[src/rtl/tlpg_pkg.sv]
// Shared types, constants and tables of the tile layer pixel generator.
`timescale 1ns / 1ps
package tlpg_pkg;

   localparam int VRAM_WORDS    = 294912;
   localparam int VRAM_AW       = 19;
   localparam int DEF_SCREEN_WIDTH = 496;
   localparam int DEF_SCREEN_LINES = 384;
   localparam int IN_DEPTH      = 4;
   localparam int OUT_DEPTH     = 8;
   localparam int CSR_IDX_W     = 3;

   localparam logic [VRAM_AW-1:0] LSCROLL_BASE = VRAM_AW'(32'hF6000 / 4);
   localparam logic [VRAM_AW-1:0] LMASK_BASE   = VRAM_AW'(32'hF7000 / 4);
   localparam logic [VRAM_AW-1:0] TMAP_BASE    = VRAM_AW'(32'hF8000 / 4);
   localparam logic [VRAM_AW-1:0] PAL_BASE     = VRAM_AW'(32'h100000 / 4);

   localparam logic [CSR_IDX_W-1:0] CSR_LAYER_MODE = 3'd0;
   localparam logic [CSR_IDX_W-1:0] CSR_LAYER0     = 3'd1;
   localparam logic [CSR_IDX_W-1:0] CSR_LAYER1     = 3'd2;
   localparam logic [CSR_IDX_W-1:0] CSR_LAYER2     = 3'd3;
   localparam logic [CSR_IDX_W-1:0] CSR_LAYER3     = 3'd4;
   localparam logic [CSR_IDX_W-1:0] CSR_OFFSET0    = 3'd5;
   localparam logic [CSR_IDX_W-1:0] CSR_OFFSET1    = 3'd6;

   localparam logic [7:0] EXPAND5 [32] = '{
      8'd0,   8'd8,   8'd16,  8'd24,  8'd32,  8'd41,  8'd49,  8'd57,
      8'd65,  8'd74,  8'd82,  8'd90,  8'd98,  8'd106, 8'd115, 8'd123,
      8'd131, 8'd139, 8'd148, 8'd156, 8'd164, 8'd172, 8'd180, 8'd189,
      8'd197, 8'd205, 8'd213, 8'd222, 8'd230, 8'd238, 8'd246, 8'd255};

   typedef struct packed {
      logic [7:0]        layer_mode;
      logic [3:0][31:0]  setup;
      logic [1:0][26:0]  offset;
   } cfg_type;

   typedef struct packed {
      logic               wr;
      logic               off;
      logic [VRAM_AW-1:0] addr;
      logic [31:0]        data;
      logic               pair;
      logic [8:0]         line;
      logic [8:0]         x;
   } item_type;

   typedef struct packed {
      logic        above;
      logic        draw;
      logic [31:0] colour;
   } rsp_type;

endpackage

[src/rtl/tlpg_outq.sv]
// Output queue that holds finished results until they are taken.
`timescale 1ns / 1ps
module tlpg_outq
   import tlpg_pkg::*;
(
   input  logic        clock,
   input  logic        reset,
   input  logic        push,
   input  rsp_type     push_data,
   output logic        rsp_tvalid,
   input  logic        rsp_tready,
   output logic [39:0] rsp_tdata
);
   localparam int PW = $clog2(OUT_DEPTH);

   rsp_type       q_ff [OUT_DEPTH];
   logic [PW-1:0] wp_ff, wp_in, rp_ff, rp_in;
   logic [PW:0]   cnt_ff, cnt_in;
   logic          pop;

   assign rsp_tvalid = cnt_ff != '0;
   assign pop        = rsp_tvalid && rsp_tready;
   assign rsp_tdata  = {6'd0, q_ff[rp_ff]};

   always_comb begin
      wp_in  = push ? wp_ff + 1'b1 : wp_ff;
      rp_in  = pop ? rp_ff + 1'b1 : rp_ff;
      cnt_in = cnt_ff + (PW+1)'(push) - (PW+1)'(pop);
   end

   always_ff @(posedge clock) begin
      if (reset) begin
         wp_ff  <= '0;
         rp_ff  <= '0;
         cnt_ff <= '0;
      end else begin
         wp_ff  <= wp_in;
         rp_ff  <= rp_in;
         cnt_ff <= cnt_in;
      end
      if (push) begin
         q_ff[wp_ff] <= push_data;
      end
   end
endmodule

[config.mk]
export PLATFORM = sky130hd
export DESIGN_NAME = tlpg_outq
export DESIGN_NICKNAME = d
export VERILOG_FILES = /design/src/rtl/tlpg_pkg.sv /design/src/rtl/tlpg_outq.sv
export SDC_FILE = /design/constraint.sdc
export NUM_CORES = 1
export LEC_CHECK = 0
export ABC_AREA = 1
export ABC_CLOCK_PERIOD_IN_PS = 3100
export BUFFER_PORTS_ARGS = -buffer_cell sky130_fd_sc_hd__buf_2
export CORE_ASPECT_RATIO = 2
export CORE_MARGIN = 2
export CORE_UTILIZATION = 27
export DETAILED_ROUTE_END_ITERATION = 8
export MAX_ROUTING_LAYER = met4
export PLACE_DENSITY = 0.44
export SETUP_SLACK_MARGIN = 0.4
export SYNTH_ARGS = -nofsm -noshare
export SYNTH_HDL_FRONTEND = slang
export SYNTH_SLANG_ARGS = --single-unit
[constraint.sdc]
create_clock -name clock -period 3.1 [get_ports clock]
set_clock_uncertainty 0.1 [all_clocks]
set_input_delay 0.93 -clock clock [delete_from_list [all_inputs] [get_ports clock]]
set_output_delay 0.93 -clock clock [all_outputs]
set_load 0.02 [all_outputs]
# After elaboration in Yosys (flattened, before gate mapping)
# Memory sizes are Yosys's and may differ from the RTL's. A register that Yosys moved wholly into a read port is not among the register bits.
# Index checks and enable logic that the tools add are counted.
[word_totals]
regBits = 10
wordCells = 14
input_bits = 38
mem_count = 1
ram_bits = 272
[mem_list]
columns = ["name", "words", "width", "rd", "rd_ports_with_merged_regs", "wr", "line", "text"]
rows = [
  ["q_ff", 8, 34, 1, 1, 1, "tlpg_outq.sv:16", "rsp_type q_ff [OUT_DEPTH];"],
]
[classes]
add_sub_neg = 4
reduce_logical = 2
n_mux = 4
[op_table]
columns = ["cell", "n"]
rows = [
  ["$add A3 B1 Y3 const B", 2],
  ["$mux W3", 2],
  ["$add A4 B1 Y4", 1],
  ["$reduce_bool A4 Y1", 1],
  ["$sub A4 B1 Y4", 1],
  ["$mux W1", 2],
  ["$logic_and A1 B1 Y1", 1],
]

# Longest topological paths before layout
[logic_depth]
ltp_word = 4
depth_mapped = 11
mapped_depth_nobuf = 11

# Worst setup path before layout
# No wires, ideal clock.
[synth_timing]
path_type = "input to register"
start = "in push"
end = "mem q_ff[0][0] (netlist bit), enable pin"
n_path_buf = 0
required_time_ps = 2575
setup_ps = 425
setup_slack_ps = -162
cell_stages = 3
t_arrival_ps = 2736
cell_sequence = "inv_1 or2_2 nor2_1"
[synth_between]
elab_chain_len = 2
[synth_rtl]
columns = ["element", "line", "text"]
rows = [
  ["from (decl)", "tlpg_outq.sv:8", "input logic push,"],
  ["$mux W1", "tlpg_outq.sv:41", "if (push) begin"],
  ["$mux W1 (not written as such)", "tlpg_outq.sv:42", "q_ff[wp_ff] <= push_data;"],
  ["to (decl)", "tlpg_outq.sv:16", ""],
]
# No other way between the ends.

==> out/metrics.cfg <==
[outcome]
status = completed

[pwr]
vdd_drop_max_mv = 0.356
power_leakage_nw = 6.98
power_mw = 11.0
powerDensity_nw_per_um2 = 709

[logic_synthesis]
netlist_area_um2 = 12500
synthTopCellsByArea = edfxtp_1 (65%), nand2_1 (14%), inv_1 (8.6%)
netlist_instances = 1270
syn_area_per_cell_um2 = 9.82
synth-seq-cells = 285
ys_types = 19
ys_seq_area_share_pct = 67.6
yosys.area.top_type_share_pct = 65.5
synth_warnings = 0
synth_area_leader_cell = edfxtp_1

[setup_path]
path_depth = 9
path_class = flop to output pin
critPathSlowestCell = dfxtp_4
required_ps = 2070
slowest_delay_ps = 400
cpMostUsedCell = nand2_1
worstReg2RegStart = cnt_ff[2]
cp_max_fo = 7
end_kind = output pin
path_delay_family = buffers and inverters
cp.arrival_ps = 1890
r2r-end = cnt_ff[2]
critPathLaunchType = flop
endpoint = rsp_tdata[4]
cp_cell_sequence = buf_12, clkinv_16, clkbuf_16, nand2_1, nand3_1, nand2_1, nand2_1, nand2_2, buf_6
regToRegSetupSlack_ps = 1040
critPathBufInv = 4
reg2reg_depth = 10

[clocking]
ctsHtreeMaxLevel = 1
clk_path_buf_depth = 3
clk_root_buffer_cell = clkbuf_16
cts_inserted_buffers = 25
clock_sinks = 285
cts_tree = yes
hold_buffers = 0
clk_pin_slew_ps = 70
clkLatencyLatePin_ps = 530

[finish]
layout_commonest_cell = nand2_1
post-route-util_pct = 34.0
layout_common_cells = nand2_1 (405), inv_1 (287), edfxtp_1 (272)
syn_to_final_growth_pct = 24.4
layout.nets = 1427
layout-drive-gt1-share_pct = 18.1
finalNonFillerCells = 1960
fill_cells = 4492

[flow_run]
drv_cap = 0

[timing]
rsz0062_at_grt = yes
finalMaxSlewViolations = 0
finalCritPeriodShare_pct = 94.1
clock.fmax_mhz = 343
hold_viol_final = 0
min_period_ps = 2920
finalSetupViolCount = 0

[die]
dieArea_um2 = 48000
die_y_um = 308
num_rows = 111
core_um2 = 45700
start_util_pct = 27.3
io_pins = 79
dieWidth_um = 156

[detailed_routing]
vias_per_cell = 4.27
postRouteAntennaNets = 0
wl_per_cell_um = 17.7
drt_iter0_drc = 470
drt_pass1_iterations = 6
drc = 0
drt-total-wl_mm = 34.8
vias = 8365

[grt]
grt_pass1_wl_mm = 48.0
use_met3_pct = 1.42
grt_pass1_vias = 8134
grt_busiest_layer = met2
antenna_found_initial = 3
grtUsageTotal_pct = 13.7
grt_max_degree = 42
grt_use_met1_pct = 14.9
grt_overflow = 0
global_route.usage.met2_pct = 25.9

[place]
place_inst = 1884
place_congestion = 0.712
dp_hpwl_mm = 18.6
io_buffers = 72

[hold_path]
min_from = wp_ff[0]
hold-path-cell-count = 2
min_path_type = flop to flop

-- cell families (layout without fill, tap and decap cells) --
kind of cell	count (synthesis)	in the layout	share of synthesized area (%)
and+or+nand+nor	618	618	20.1
buffers and inverters	347	466	11.1
DFF	285	285	67.6
AOI/OAI and AO/OA	12	12	0.481
adders and majority gates	7	7	0.762
other	1	7	0.0301
-- synth_stat cells --
cell type and instances:
inv_2 2, fa_1 1, o21ai_0 4, clkbuf_1 20, buf_1 1, buf_6 1
conb_1 1, dfxtp_1 13, buf_4 13, ha_1 6, clkinv_1 1, nand3_1 142
buf_2 22, a21oi_1 8, inv_1 287, edfxtp_1 272, nor2_1 18, or2_2 2
nand2_1 456
-- worst register-to-register path, cell delays in order, from the launching register on --
cell and delay, ps:
dfxtp_1 300, inv_1 50, ha_1 200, nand3_2 150, nand3_1 140, o21ai_0 110
ha_1 200, inv_1 60, fa_1 400, o21ai_0 180, a21oi_1 60
-- power breakdown --
part	switching, mW	leakage (nW)	internal [mW]
Clock	1.35	0.351	1.56
Sequential	0.0513	2.58	4.34
Combinational	2.18	4.05	1.53
Total	3.58	6.98	7.42
-- how the worst min path moves through the flow --
stage / to
4_1_cts: wp_ff[0]
3_5_place_dp: wp_ff[0]
6_report: wp_ff[0]
2_1_floorplan: wp_ff[0]
5_1_grt: rp_ff[1]
3_3_place_gp: rp_ff[2]
-- cell type report --
cell class,count,area (um2),area share (%)
Antenna cell,1,2.50,0.0161
Clock buffer,33,656,4.22
Clock inverter,6,55.1,0.355
Inverter,290,1110,7.18
Multi-Input combinational cell,643,2980,19.2
Sequential cell,285,8440,54.4
Tap cell,565,707,4.55
Timing Repair Buffer,134,1540,9.90
Timing Repair inverter,3,33.8,0.218
-- per-layer routing --
metal | vias to the layer above | share of wire [%]
li1 | 4150 | -
met1 | 4016 | 38
met2 | 147 | 55
met3 | 52 | 3.6
met4 | 0 | 2.8
met5 | - | 0
-- state kept, by name, indices dropped and copies added (netlist names), named ones only --
name    count
q_ff      272
cnt_ff      4
rp_ff       3
wp_ff       3
-- stage by stage --
| stage | TNS [ps] | area, um2 | hold slack (ps) | setup WS, ps |
|---|---|---|---|---|
| finish | 0 | 15500 | 397 | 182 |
| global route | 0 | 15500 | 442 | 107 |
| CTS | 0 | 14600 | 404 | 149 |
| detailed placement | 0 | 13700 | 393 | 568 |
| global placement | 0 | 13700 | 383 | 586 |
| floorplan | -21970 | 12500 | 363 | -162 |
-- timing repair --
item | 4_1_cts | 5_1_grt
gates resized for setup | 30 | 136
buffers inserted | 2 | 10
pin swaps | 0 | 41
endpoints found under the setup margin | 34 | 35
gates cloned | 3 | 21
No activity file was read; power rests on OpenSTA's default activity.
