===== config.mk =====
export PLATFORM = sky130hd
export DESIGN_NAME = tlpg_front
export DESIGN_NICKNAME = d
export VERILOG_FILES = /design/src/rtl/tlpg_pkg.sv /design/src/rtl/tlpg_front.sv
export SDC_FILE = /design/constraint.sdc
export NUM_CORES = 1
export LEC_CHECK = 0
export BUFFER_PORTS_ARGS = -buffer_cell sky130_fd_sc_hd__buf_2
export CORE_MARGIN = 3
export CORE_UTILIZATION = 40
export CTS_BUF_LIST = sky130_fd_sc_hd__clkbuf_8 sky130_fd_sc_hd__clkbuf_16
export DETAILED_ROUTE_END_ITERATION = 16
export PLACE_DENSITY = 0.59
export SYNTH_ARGS = -nofsm -noshare
export SYNTH_HDL_FRONTEND = slang
export SYNTH_SLANG_ARGS = --single-unit
export TNS_END_PERCENT = 20

===== constraint.sdc =====
create_clock -name clock -period 3.12 [get_ports clock]
set_input_delay 0.156 -clock clock [delete_from_list [all_inputs] [get_ports clock]]
set_output_delay 0.156 -clock clock [all_outputs]
set_load 0.03 [all_outputs]

===== src/rtl/tlpg_pkg.sv =====
// Shared types, constants and tables of the tile layer pixel generator.
`timescale 1ns / 1ps
package tlpg_pkg;

   localparam int VRAM_WORDS    = 294912;
   localparam int VRAM_AW       = 19;
   localparam int DEF_SCREEN_WIDTH = 496;
   localparam int DEF_SCREEN_LINES = 384;
   localparam int IN_DEPTH      = 4;
   localparam int OUT_DEPTH     = 8;
   localparam int CSR_IDX_W     = 3;

   localparam logic [VRAM_AW-1:0] LSCROLL_BASE = VRAM_AW'(32'hF6000 / 4);
   localparam logic [VRAM_AW-1:0] LMASK_BASE   = VRAM_AW'(32'hF7000 / 4);
   localparam logic [VRAM_AW-1:0] TMAP_BASE    = VRAM_AW'(32'hF8000 / 4);
   localparam logic [VRAM_AW-1:0] PAL_BASE     = VRAM_AW'(32'h100000 / 4);

   localparam logic [CSR_IDX_W-1:0] CSR_LAYER_MODE = 3'd0;
   localparam logic [CSR_IDX_W-1:0] CSR_LAYER0     = 3'd1;
   localparam logic [CSR_IDX_W-1:0] CSR_LAYER1     = 3'd2;
   localparam logic [CSR_IDX_W-1:0] CSR_LAYER2     = 3'd3;
   localparam logic [CSR_IDX_W-1:0] CSR_LAYER3     = 3'd4;
   localparam logic [CSR_IDX_W-1:0] CSR_OFFSET0    = 3'd5;
   localparam logic [CSR_IDX_W-1:0] CSR_OFFSET1    = 3'd6;

   localparam logic [7:0] EXPAND5 [32] = '{
      8'd0,   8'd8,   8'd16,  8'd24,  8'd32,  8'd41,  8'd49,  8'd57,
      8'd65,  8'd74,  8'd82,  8'd90,  8'd98,  8'd106, 8'd115, 8'd123,
      8'd131, 8'd139, 8'd148, 8'd156, 8'd164, 8'd172, 8'd180, 8'd189,
      8'd197, 8'd205, 8'd213, 8'd222, 8'd230, 8'd238, 8'd246, 8'd255};

   typedef struct packed {
      logic [7:0]        layer_mode;
      logic [3:0][31:0]  setup;
      logic [1:0][26:0]  offset;
   } cfg_type;

   typedef struct packed {
      logic               wr;
      logic               off;
      logic [VRAM_AW-1:0] addr;
      logic [31:0]        data;
      logic               pair;
      logic [8:0]         line;
      logic [8:0]         x;
   } item_type;

   typedef struct packed {
      logic        above;
      logic        draw;
      logic [31:0] colour;
   } rsp_type;

endpackage


===== src/rtl/tlpg_front.sv =====
// Front end: accepts items, classifies them and queues them for the back end.
`timescale 1ns / 1ps
module tlpg_front
   import tlpg_pkg::*;
#(
   parameter int SCREEN_WIDTH = DEF_SCREEN_WIDTH,
   parameter int SCREEN_LINES = DEF_SCREEN_LINES
) (
   input  logic        clock,
   input  logic        reset,
   input  logic        req_tvalid,
   output logic        req_tready,
   input  logic [71:0] req_tdata,
   input  logic        req_tuser,
   input  logic        clearing,
   input  logic        pop,
   output logic        head_valid,
   output item_type    head
);
   localparam int PW = $clog2(IN_DEPTH);

   item_type          q_ff [IN_DEPTH];
   logic [PW-1:0]     wp_ff, wp_in, rp_ff, rp_in;
   logic [PW:0]       cnt_ff, cnt_in;
   item_type          it;
   logic              acc, keep;

   always_comb begin
      it.wr   = ~req_tuser;
      it.addr = req_tdata[18:0];
      it.data = req_tdata[50:19];
      it.pair = req_tdata[51];
      it.line = req_tdata[60:52];
      it.x    = req_tdata[69:61];
      it.off  = (32'(it.line) >= SCREEN_LINES) || (32'(it.x) >= SCREEN_WIDTH);
   end

   assign req_tready = (cnt_ff != (PW+1)'(IN_DEPTH)) && !clearing;
   assign acc        = req_tvalid && req_tready;
   // Writes beyond the memory are dropped here.
   assign keep       = acc && !(it.wr && (32'(it.addr) >= VRAM_WORDS));
   assign head_valid = cnt_ff != '0;
   assign head       = q_ff[rp_ff];

   always_comb begin
      wp_in  = keep ? wp_ff + 1'b1 : wp_ff;
      rp_in  = pop ? rp_ff + 1'b1 : rp_ff;
      cnt_in = cnt_ff + (PW+1)'(keep) - (PW+1)'(pop);
   end

   always_ff @(posedge clock) begin
      if (reset) begin
         wp_ff  <= '0;
         rp_ff  <= '0;
         cnt_ff <= '0;
      end else begin
         wp_ff  <= wp_in;
         rp_ff  <= rp_in;
         cnt_ff <= cnt_in;
      end
      if (keep) begin
         q_ff[wp_ff] <= it;
      end
   end
endmodule


# Yosys cells after proc, flatten, opt, wreduce, memory -nomap -nowiden
# Memory sizes are Yosys's and may differ from the RTL's. A register that Yosys moved wholly into a read port is not among the register bits.
# Index checks and enable logic that the tools add are counted.
op_classes:
  addsub: 4
  order_cmp: 3
  eq_ne: 1
  n_mux: 4
  n_bitwise: 1
  reduce_logical: 8
ops:
  columns: ["operator", "count"]
  rows:
  - ["19-bit greater-or-equal comparator, second input constant", 1]
  - ["9-bit greater-or-equal comparator, second input constant", 2]
  - ["2-bit by 1-bit adder with 2-bit output, second input constant", 2]
  - ["1-bit logical AND", 4]
  - ["2-bit 2-to-1 mux", 2]
  - ["3-bit by 1-bit adder with 3-bit output", 1]
  - ["3-bit != test, second input constant", 1]
  - ["3-bit nonzero test", 1]
  - ["3-bit by 1-bit subtractor with 3-bit output", 1]
  - ["1-bit logical NOT", 2]
  - ["1-bit 2-to-1 mux", 2]
  - ["1-bit logical OR", 1]
  - ["1-bit NOT", 1]
totals:
  regBits: 7
  mem_bits_rw: 288
  out_inout_bits: 74
  wordCells: 25
  mem_count: 1
memory_table:
  columns: ["name", "depth", "word_bits", "rd", "rd_ports_with_merged_regs", "wr", "line", "source"]
  rows:
  - ["q_ff", 4, 72, 1, 1, 1, "tlpg_front.sv:22", "item_type q_ff [IN_DEPTH];"]

# Depth between registers and ports, before layout
# Gate-level depths: netlist of run 1.
depth:
  word_depth: 6
  mapped_depth: 8
  depth_no_buf: 8

# Least setup slack after synthesis of run 1
# OpenSTA, ideal clock, no wires.
synth_timing:
  path_type: "input -> register"
  from: "input req_tdata[15]"
  to: "memory q_ff[0][0] (netlist name), enable pin"
  arrival_time_ns: 1.952
  required_ns: 2.722
  setup_slack_ns: 0.770
  path_stages: 3
  path_cell_list: "or3_4 > a221oi_4 > and2_2"
synth_between:
  elab_chain_cells: 6
synth_lines:
  columns: ["element", "line", "source"]
  rows:
  - ["start: declaration", "tlpg_front.sv:13", "input logic [71:0] req_tdata,"]
  - ["19-bit greater-or-equal comparator", "tlpg_front.sv:41", "assign keep = acc && !(it.wr && (32'(it.addr) >= VRAM_WORDS));"]
  - ["1-bit logical AND", "tlpg_front.sv:41", null]
  - ["1-bit logical NOT", "tlpg_front.sv:41", null]
  - ["1-bit logical AND", "tlpg_front.sv:41", null]
  - ["named net keep", "tlpg_front.sv:26", "logic acc, keep;"]
  - ["1-bit 2-to-1 mux", "tlpg_front.sv:61", "if (keep) begin"]
  - ["1-bit 2-to-1 mux (implied by the code)", "tlpg_front.sv:62", "q_ff[wp_ff] <= it;"]
  - ["end: declaration", "tlpg_front.sv:22", null]
# The timed path passes the listed nets, and every way through them passes these cells.

==> results of run 1 <==
metal layers:
layer | routed length, um | track usage [%]
met1 | 8850 | 19.2
met2 | 10500 | 24.1
met3 | 1140 | 3.14
met4 | 330 | 3.32
met5 | 0 | 0
through the flow:
stage,utilization [%],setup WS (ns),area [um2],power [mW]
2_1_floorplan,-,0.770,10900,5.36
3_3_place_gp,46.2,0.837,12200,5.70
3_5_place_dp,46.2,0.761,12200,5.73
4_1_cts,52.6,0.610,13900,9.27
5_1_grt,52.6,0.535,13900,9.50
6_report,52.6,0.687,13900,9.15
logic make-up after synthesis:
group / synth area share [%]
mux: 15.2
compound gates: 0.380
xor+xnor: 0.322
buf+inv: 0.921
flops: 81.2
fa+ha+maj: 0.875
simple gates: 1.12
cell usage in the layout (no fill, tap or decap), types with 2 or more instances in the layout:
| master | Yosys | layout |
|---|---|---|
| dlygate4sd3_1 | 0 | 73 |
| edfxtp_1 | 288 | 288 |
| buf_2 | 8 | 149 |
| nand2b_1 | 3 | 3 |
| nor2b_1 | 3 | 3 |
| xnor2_1 | 3 | 3 |
| clkinv_1 | 0 | 4 |
| buf_12 | 0 | 6 |
| buf_4 | 0 | 10 |
| bufinv_16 | 0 | 4 |
| clkinv_2 | 0 | 4 |
| clkinvlp_4 | 0 | 2 |
| inv_1 | 7 | 8 |
| mux4_2 | 72 | 72 |
| ha_1 | 6 | 6 |
| and2_4 | 0 | 4 |
| clkbuf_16 | 0 | 31 |
| nor2_1 | 7 | 7 |
| dfxtp_1 | 9 | 7 |
| dfxtp_4 | 0 | 2 |
worst reg2reg max path: cells and delay by family, from the launching register on:
family / cells / cell delay, ns
AOI/OAI and AO/OA: 1 / 0.42
buffers and inverters: 1 / 0.32
and+or+nand+nor: 2 / 0.62
DFF: 1 / 0.38
layout make-up:
class                      instances  area [um2]
sequential                       297        8840
inverter                           7        26.3
tap                              335         419
timing repair buffer             238        1670
fill                            2092       12500
multi-input combinational        109        1940
clock buffer                      31         776
clock inverter                    16         183
state kept, by name, indices dropped and copies added (netlist names), named ones only:
signal,cells
rp_ff,2
cnt_ff,3
wp_ff,2
q_ff,288
repair_timing:
action,in CTS,in global routing
hold buffers,73,0
gates resized for setup,0,0
endpoints found under the hold margin,291,0
setup endpoints to repair,0,0
worst max path at each step:
stage                       start     endpoint  slack (ns)  depth (start not counted)
global route                 flop     head[40]        0.53                          3
CTS                          flop     head[40]        0.61                          3
global placement    req_tdata[15]  q_ff[3][13]        0.84                          5
floorplan           req_tdata[15]   q_ff[0][0]        0.77                          3
detailed placement  req_tdata[15]  q_ff[3][13]        0.76                          5
finish                       flop     head[40]        0.69                          3
power groups by stage:
stage | registers [mW] | logic, mW | clock network [mW]
after floorplan | 4.63 | 0.729 | 0
after global placement | 4.66 | 1.04 | 0
after detailed placement | 4.67 | 1.05 | 0
after CTS | 4.59 | 1.13 | 3.55
after global routing | 4.60 | 1.19 | 3.71
final | 4.59 | 1.11 | 3.46
==> results.yml, run 1 <==
die:
  die_area_um2: 29200
  ioPinCount: 152
  die_h_um: 171
  start_util_pct: 41.2
  core-area_um2: 26400
  rows: 59
  fp.dieW_um: 171
pwr:
  leakagePower_nw: 4.70
  swShare_pct: 22.7
  p_seq_share_pct: 50.1
  p_int_mw: 7.07
  powerDensity_nw_per_um2: 661
  p_clk_share_pct: 37.8
  pwr-share-comb_pct: 12.1
  peakVddDrop_uv: 465
  p_sw_mw: 2.08
placed_design:
  numPlacedInstances: 913
  port_buffers: 149
  hpwlAfterDp_um: 12600
  gp_congestion: 0.697
routing:
  viasPerCell: 5.01
  drt_pass1_iterations: 4
  drcViolationCount: 0
  ant_nets: 0
  drtIter0Drc: 323
  routed_wl_um: 20800
  via_count: 5175
  routedWlPerCell_um: 20.2
critical_path:
  crit_slowest_cell: "dfxtp_4"
  cpPeakStageDelay_ns: 0.59
  arrival_ns: 2.28
  critPathKind: "flop to output pin"
  worst-path-buf-inv: 2
  r2r_slack_ns: 1.07
  rr_worst_depth: 4
  crit_chain: "buf_4 > mux4_2 > buf_2"
  cp_max_fo: 17
  r2r-start: "cnt_ff[1]"
  r2r_end: "q_ff[3][46]"
  start_kind: "flop"
  endpoint_kind: "output pin"
  worstPathRequired_ns: 2.96
  path_delay_family: "flip-flops"
grt:
  gr-total-overflow: 0
  grt_max_degree: 39
  antenna_found_initial: 0
  grt_pass1_wl_um: 32000
  grt_pass1_vias: 5653
  grt_use_total_pct: 14.3
clock_tree:
  numCtsBuffers: 30
  postCtsSetupBuffers: 0
  cts_tree: "done"
  clk_path_buf_depth: 3
  insertion_delay_ns: 0.54
  ctsHtreeMaxLevel: 1
  root_buffer: "clkbuf_16"
  clkTransAtPathRegs_ns: 0.06
  cts_sinks: 297
synthesis:
  netlist_area_um2: 10900
  synthTopCellsByCount: "edfxtp_1 (288), mux4_2 (72), dfxtp_1 (9)"
  synth_cell_types: 24
  synth.top_cell.area_share_pct: 79.6
  synth_edf_count: 288
  avgSynthCellArea_um2: 25.3
  synth_nets: 515
  synth_seq_cells: 297
  synth.most_common_cell: "edfxtp_1"
  ys.flop_type: "edfxtp_1"
  yosysTopAreaCell: "edfxtp_1"
  yosysSeqAreaShare_pct: 81.2
  synth-async-reset-ratio_pct: 0
  synth_cells: 430
  ys_top_cells_by_area: "edfxtp_1 (80%), mux4_2 (15%), dfxtp_1 (1.7%), ha_1 (0.69%), buf_2 (0.37%)"
  ys_warn_count: 0
worst_hold_path:
  hold_class: "primary input to flop"
  hp-start: "req_tvalid"
  hold_path_depth: 4
  holdPathEnd: "wp_ff[1]"
final_layout:
  drive_gt1_share_pct: 41.3
  fin_nets: 768
  final_cell_count_no_fill: 1033
  synthToLayoutAreaGrowth_pct: 27.5
  antenna_cells: 0
flow_run:
  cap_viol_max_count: 0
timing:
  fin_setup_tns_ns: 0
  setup_violations: 0
  min_period_over_period_pct: 78.0
  grt_setup_unrepaired: "no"
  max-slew-margin-rel_pct: 61.8
  fin_crit_ns: 2.43
  whs_ns: 0.0760
  tightest_slew_ns: 0.573
  timing_max_transition_violations_final: 0
  skew_ns: 0.0153
  hold_violations: 0
  fmax_mhz: 411
outcome:
  status: "complete, no violations"
(Power assumes the default switching activity.)
==> inputs of run 2 (changes only) <==
--- a/config.mk
+++ b/config.mk
@@ -5,12 +5,13 @@
 export SDC_FILE = /design/constraint.sdc
 export NUM_CORES = 1
 export LEC_CHECK = 0
+export ABC_AREA = 1
 export BUFFER_PORTS_ARGS = -buffer_cell sky130_fd_sc_hd__buf_2
 export CORE_MARGIN = 3
 export CORE_UTILIZATION = 40
 export CTS_BUF_LIST = sky130_fd_sc_hd__clkbuf_8 sky130_fd_sc_hd__clkbuf_16
 export DETAILED_ROUTE_END_ITERATION = 16
-export PLACE_DENSITY = 0.59
+export PLACE_DENSITY = 0.61
 export SYNTH_ARGS = -nofsm -noshare
 export SYNTH_HDL_FRONTEND = slang
 export SYNTH_SLANG_ARGS = --single-unit
==> constraint.sdc (replaced) <==
create_clock -name clock -period 2.1 [get_ports clock]
set_input_delay 0.105 -clock clock [delete_from_list [all_inputs] [get_ports clock]]
set_output_delay 0.105 -clock clock [all_outputs]
set_load 0.03 [all_outputs]
==> run 2 against run 1 <==
Compared with the run above:
- sequential share of layout area shrank 2.7 points
- final area grew 4.5%
- flip-flop and latch count is the same
- wire length grew 21%
- clock skew grew 0.0012 ns
- die area grew 2.7%
- critical path type unchanged
- largest power group unchanged
==> results.yml, run 2 <==
placed_design:
  hpwlAfterDp_um: 13400
  numPlacedInstances: 1266
  gp_congestion: 0.730
  placed_area_um2: 12500
  port_buffers: 149
  preCtsSetupSlack_ns: 0.370
timing:
  skew_ns: 0.0165
  min_period_over_period_pct: 97.6
  grt_setup_unrepaired: "yes"
  setup_violations: 0
  timing_max_transition_violations_final: 0
  max-slew-margin-rel_pct: 69.9
  fin_crit_ns: 2.05
  setup_ws_ns: 0.0495
  hold_violations: 0
  tightest_slew_ns: 0.447
  fmax_mhz: 488
clock_tree:
  root_buffer: "clkbuf_16"
  ctsHtreeMaxLevel: 1
  cts_sinks: 297
  numCtsBuffers: 30
  clk_path_buf_depth: 3
  cts_tree: "done"
  clkTransAtPathRegs_ns: 0.06
  insertion_delay_ns: 0.54
final_layout:
  final_common_cell: "edfxtp_1"
  fin_util_pct: 53.3
  drive_gt1_share_pct: 22.4
  antenna_cells: 0
  fin_nets: 1100
  layout_common_cells: "edfxtp_1 (288), nor2_1 (155), o21ai_0 (147), buf_2 (131), dlygate4sd3_1 (77)"
  fillers: 2283
  regMostFlops: "q_ff"
  final_cell_area_um2: 14500
  synthToLayoutAreaGrowth_pct: 29.6
  seqCellArea_um2: 8840
  reg.largest.list: "q_ff (288), cnt_ff (3)"
  multi_input_area_um2: 2040
  final_cell_count_no_fill: 1409
  largest_reg_flops: 288
critical_path:
  endpoint_kind: "output pin"
  path_delay_family: "buffers and inverters"
  cpPeakStageDelay_ns: 0.40
  arrival_ns: 1.95
  critPathKind: "flop to output pin"
  r2r_end: "wp_ff[0]"
  crit_chain: "buf_12 > inv_16 > clkbuf_16 > o21ai_0 > o22ai_1 > buf_2"
  cp_max_fo: 26
  crit_slowest_cell: "dfxtp_4"
  r2r-start: "cnt_ff[1]"
  worstPathRequired_ns: 2.00
  r2r_slack_ns: 0.09
  rr_worst_depth: 7
  worst-path-buf-inv: 4
  start_kind: "flop"
synthesis:
  yosysTopAreaCell: "edfxtp_1"
  synth.top_cell.area_share_pct: 77.4
  synth_seq_cells: 297
  synth_cell_types: 19
  synth-async-reset-ratio_pct: 0
  yosysSeqAreaShare_pct: 79.0
  avgSynthCellArea_um2: 14.5
  ys_top_cells_by_area: "edfxtp_1 (77%), o21ai_0 (6.6%), nor2_1 (5.4%), o22ai_1 (4.0%), dfxtp_1 (1.6%)"
  ys_warn_count: 0
  synth_cells: 772
  synth_nets: 857
  synthTopCellsByCount: "edfxtp_1 (288), nor2_1 (160), o21ai_0 (148)"
  synth_edf_count: 288
  ys.flop_type: "edfxtp_1"
  synth.most_common_cell: "edfxtp_1"
  netlist_area_um2: 11200
pwr:
  peakVddDrop_uv: 744
  powerDensity_nw_per_um2: 932
  leakagePower_nw: 5.16
  total_power_mw: 13.5
die:
  die_h_um: 173
  ioPinCount: 152
  fp.dieW_um: 173
  core-area_um2: 27200
  rows: 60
  die_area_um2: 30000
  start_util_pct: 41.1
routing:
  drt_pass1_iterations: 5
  viasPerCell: 5.01
  drcViolationCount: 0
  routed_wl_um: 25200
  drtIter0Drc: 482
  via_count: 7059
  routedWlPerCell_um: 17.9
  ant_nets: 0
grt:
  grt_pass1_wl_um: 39100
  gr-total-overflow: 0
  grt_max_degree: 48
  grt_pass1_vias: 7114
  grt_use_total_pct: 16.2
  antenna_found_initial: 0
worst_hold_path:
  hp-start: "reset"
  hold_class: "primary input to flop"
  hold_path_depth: 3
  holdPathEnd: "cnt_ff[1]"
flow_run:
  cap_viol_max_count: 0
outcome:
  status: "complete, no violations"
==> run 2: cell count changes in the layout (fill, tap and decap cells not counted), moves of 7 or more <==
cell,before,now
inv_1,8,33
nand2_1,1,11
mux4_2,72,0
buf_12,6,13
buf_2,149,131
nor2_1,7,155
o21ai_0,0,147
buf_4,10,17
clkbuf_4,0,7
o22ai_1,0,68
==> run 2: final cells by class <==
| type | instances | area share (%) |
|---|---|---|
| clock inverters | 24 | 1.09 |
| well taps | 372 | 3.22 |
| clock buffers | 30 | 5.19 |
| flip-flops and latches | 297 | 61.1 |
| multi-input cells | 406 | 14.1 |
| repair inverters | 1 | 0.0605 |
| repair buffers | 256 | 14.6 |
| inverters | 23 | 0.709 |
==> run 2: repair_timing <==
item                       4_1_cts  5_1_grt
resized for setup               17       32
setup buffers                    6        0
setup endpoints to repair       71       52
hold endpoints to repair       293        0
pin swaps                        0        5
hold buffers                    77        0
cloned                           2        4
==> run 2: through the flow <==
step,setup TNS (ns),hold WS (ns)
finish,0,0.276
global route,-0.239,0.263
CTS,0,0.245
detailed placement,0,0.289
global placement,0,0.285
floorplan,-37.98,0.169
==> run 2: cell families (layout without fill, tap and decap cells) <==
| logic type | count (synthesis) | after routing | synth area share [%] |
|---|---|---|---|
| AOI/OAI and AO/OA | 223 | 223 | 10.8 |
| and+or+nand+nor | 175 | 175 | 5.96 |
| buffers and inverters | 69 | 334 | 3.29 |
| adders and majority gates | 7 | 7 | 0.851 |
| DFF | 297 | 297 | 79.0 |
| xor gates and xnor gates | 1 | 1 | 0.0784 |
==> run 2: how the worst max path moves through the flow <==
stage                  start          end  slack, ns  cells after the start
6_report                flop     head[60]       0.05                      6
5_1_grt            cnt_ff[1]     wp_ff[0]      -0.03                      7
4_1_cts                 flop     head[42]     0.0004                      6
3_5_place_dp            flop     head[48]       0.37                      5
3_3_place_gp   req_tdata[17]  q_ff[0][36]       0.35                      9
2_1_floorplan      cnt_ff[1]   q_ff[0][0]      -0.15                      6
==> run 2: power by group <==
group	internal (mW)	total [mW]	switching [mW]
clock network	2.81	4.86	2.05
logic	0.636	1.82	1.19
registers	6.73	6.80	0.0749
==> run 2: worst min-delay path: stages <==
cell           delay, ns
dlygate4sd3_1       0.52
buf_2               0.12
nor2_1              0.04
==> run 2: routing by layer <==
layer  GRT usage [%]  share of wire (%)  vias up
li1                -                  -     3372
met1            22.0                 44     3417
met2            27.3                 48      238
met3            2.90                6.3       32
met4            3.72                1.9        0
met5               0                  0        -
==> inputs of run 3 (changes only) <==
--- a/config.mk
+++ b/config.mk
@@ -8,10 +8,11 @@
 export ABC_AREA = 1
 export BUFFER_PORTS_ARGS = -buffer_cell sky130_fd_sc_hd__buf_2
 export CORE_MARGIN = 3
-export CORE_UTILIZATION = 40
+export CORE_UTILIZATION = 48
 export CTS_BUF_LIST = sky130_fd_sc_hd__clkbuf_8 sky130_fd_sc_hd__clkbuf_16
 export DETAILED_ROUTE_END_ITERATION = 16
-export PLACE_DENSITY = 0.61
+export PLACE_DENSITY = 0.68
+export REMOVE_ABC_BUFFERS = 1
 export SYNTH_ARGS = -nofsm -noshare
 export SYNTH_HDL_FRONTEND = slang
 export SYNTH_SLANG_ARGS = --single-unit
==> constraint.sdc (replaced) <==
create_clock -name clock -period 1.9 [get_ports clock]
set_input_delay 0.095 -clock clock [delete_from_list [all_inputs] [get_ports clock]]
set_output_delay 0.095 -clock clock [all_outputs]
set_load 0.03 [all_outputs]
==> run 3 against run 2 <==
Compared with the run above:
- the run now ends with setup timing left
- die area is 16% lower
- critical path depth is 1 lower
- final area is 6.8% higher
- register-to-register slack better by 0.18 ns
- combinational power is 36% higher
- wire length is 10% higher
- via count is 4.4% higher
- sequential share of layout area is 3.9 points lower
- non-clock buffer count is 20 higher
- worst hold slack better by 0.038 ns
- largest cell class unchanged
- sequential power is 10% higher
- total power is 19% higher
==> results.yml, run 3 (synthesized netlist as in run 2, its figures left out) <==
critical_path:
  r2r_end: "q_ff[3][33]"
  cpPeakStageDelay_ns: 0.48
  start_kind: "flop"
  cp-endpoint: "head[22]"
  rr_worst_depth: 7
  endpoint_kind: "output pin"
  worst-path-buf-inv: 3
  worstPathRequired_ns: 1.80
  critPathKind: "flop to output pin"
  r2r-start: "cnt_ff[0]"
  cp_max_fo: 7
  r2r_slack_ns: 0.27
  crit_chain: "buf_12 > clkbuf_16 > o21ai_0 > o22ai_1 > buf_4"
  path_delay_family: "buffers and inverters"
  crit_slowest_cell: "dfxtp_4"
  cp.depth: 5
  arrival_ns: 1.96
timing:
  setup_violations: 32
  skew_ns: 0.0104
  min_period_over_period_pct: 108
  max-slew-margin-rel_pct: 72.1
  fmax_mhz: 487
  grt_setup_unrepaired: "yes"
  timing_max_transition_violations_final: 0
  fin_setup_tns_ns: -0.877
  fin_crit_ns: 2.05
  tightest_slew_ns: 0.414
  whs_ns: 0.314
  hold_violations: 0
  setup_ws_ns: -0.153
final_layout:
  regMostFlops: "q_ff"
  final_common_cell: "edfxtp_1"
  final_cell_count_no_fill: 1369
  final_cell_area_um2: 15500
  fin_util_pct: 67.9
  largest_reg_flops: 288
  layout_common_cells: "edfxtp_1 (288), nor2_1 (156), o21ai_0 (77), buf_2 (77), dlygate4sd3_1 (76)"
  fin_nets: 1119
  antenna_cells: 0
  synthToLayoutAreaGrowth_pct: 38.4
  reg.largest.list: "q_ff (288), cnt_ff (3)"
  drive_gt1_share_pct: 30.2
worst_hold_path:
  hp-start: "reset"
  hold_class: "primary input to flop"
pwr:
  powerDensity_nw_per_um2: 1040
  p_int_mw: 12.1
  total_power_mw: 16.0
  leakagePower_nw: 5.51
  p_seq_share_pct: 46.9
  pwr-share-comb_pct: 15.4
  peakVddDrop_uv: 797
  p_sw_mw: 3.88
  swShare_pct: 24.2
  p_clk_share_pct: 37.7
routing:
  routed_wl_um: 27800
  drt_pass1_iterations: 7
  drcViolationCount: 0
  viasPerCell: 5.38
  routedWlPerCell_um: 20.3
  drtIter0Drc: 597
  via_count: 7368
  ant_nets: 0
die:
  rows: 55
  ioPinCount: 152
  die_h_um: 159
  fp.dieW_um: 159
  start_util_pct: 49.0
  die_area_um2: 25100
  core-area_um2: 22800
clock_tree:
  root_buffer: "clkbuf_16"
  ctsHtreeMaxLevel: 1
  cts_sinks: 297
  insertion_delay_ns: 0.53
  numCtsBuffers: 29
  cts_tree: "done"
  clkTransAtPathRegs_ns: 0.06
  clk_path_buf_depth: 3
placed_design:
  placed_area_um2: 12400
  numPlacedInstances: 1215
  gp_congestion: 0.724
  hpwlAfterDp_um: 13300
  preCtsSetupSlack_ns: 0.112
  port_buffers: 149
outcome:
  status: "complete, but fails checks"
  violations: "setup timing"
grt:
  gr-total-overflow: 0
  grt_pass1_vias: 7249
  grt_max_degree: 49
  antenna_found_initial: 0
  grt_use_total_pct: 19.7
  grt_pass1_wl_um: 38500
flow_run:
  cap_viol_max_count: 0
==> run 3: cell count changes in the layout (fill, tap and decap cells not counted), moves of 7 or more <==
cell / delta
buf_2: -54
o21ai_2: +28
clkbuf_16: +7
o21ai_1: +34
o21ai_4: +8
o22ai_1: -22
o21ai_0: -70
buf_4: +39
buf_6: +32
clkbuf_4: -7
inv_1: -10
o22ai_2: +18
==> run 3: worst reg2reg max path: cells and delay by family (launching register included) <==
kind / cells / cell delay (ns)
and+or+nand+nor: 5 / 0.60
DFF: 1 / 0.33
buffers and inverters: 2 / 0.38
==> run 3: worst min path at each step <==
stage / end / cells past startpoint
detailed placement: cnt_ff[1] / 2
global route: cnt_ff[1] / 3
CTS: cnt_ff[1] / 3
global placement: cnt_ff[0] / 2
finish: cnt_ff[1] / 3
floorplan: cnt_ff[0] / 1
==> run 3: cell type report <==
cell class | count | area (um2)
repair buffers | 276 | 2700
clock buffers | 29 | 726
clock inverters | 24 | 300
flip-flops and latches | 297 | 8830
well taps | 313 | 392
repair inverters | 1 | 11.3
multi-input cells | 406 | 2390
inverters | 23 | 103
fillers | 1515 | 7320
==> run 3: power by group through the flow <==
stage               clock [mW]  sequential [mW]  combinational [mW]
floorplan                    0             7.70                1.01
global placement             0             7.63                1.75
detailed placement           0             7.63                1.77
CTS                       6.13             7.50                2.16
global route              6.41             7.53                2.64
finish                    6.05             7.51                2.47
==> run 3: timing repair <==
item                                    4_1_cts  5_1_grt
endpoints found under the setup margin       72      213
cloned                                        5       15
hold buffers                                 76        0
pin swaps                                    14       64
endpoints found under the hold margin       293        0
setup buffers                                 7        1
gates resized for setup                      95      190
==> run 3: metal layers <==
layer	wire [um]	vias up	track usage, %
met5	0	-	0
met4	343	0	4.92
met3	1930	36	3.59
met2	13900	286	33.2
met1	11600	3628	26.9
li1	-	3418	-
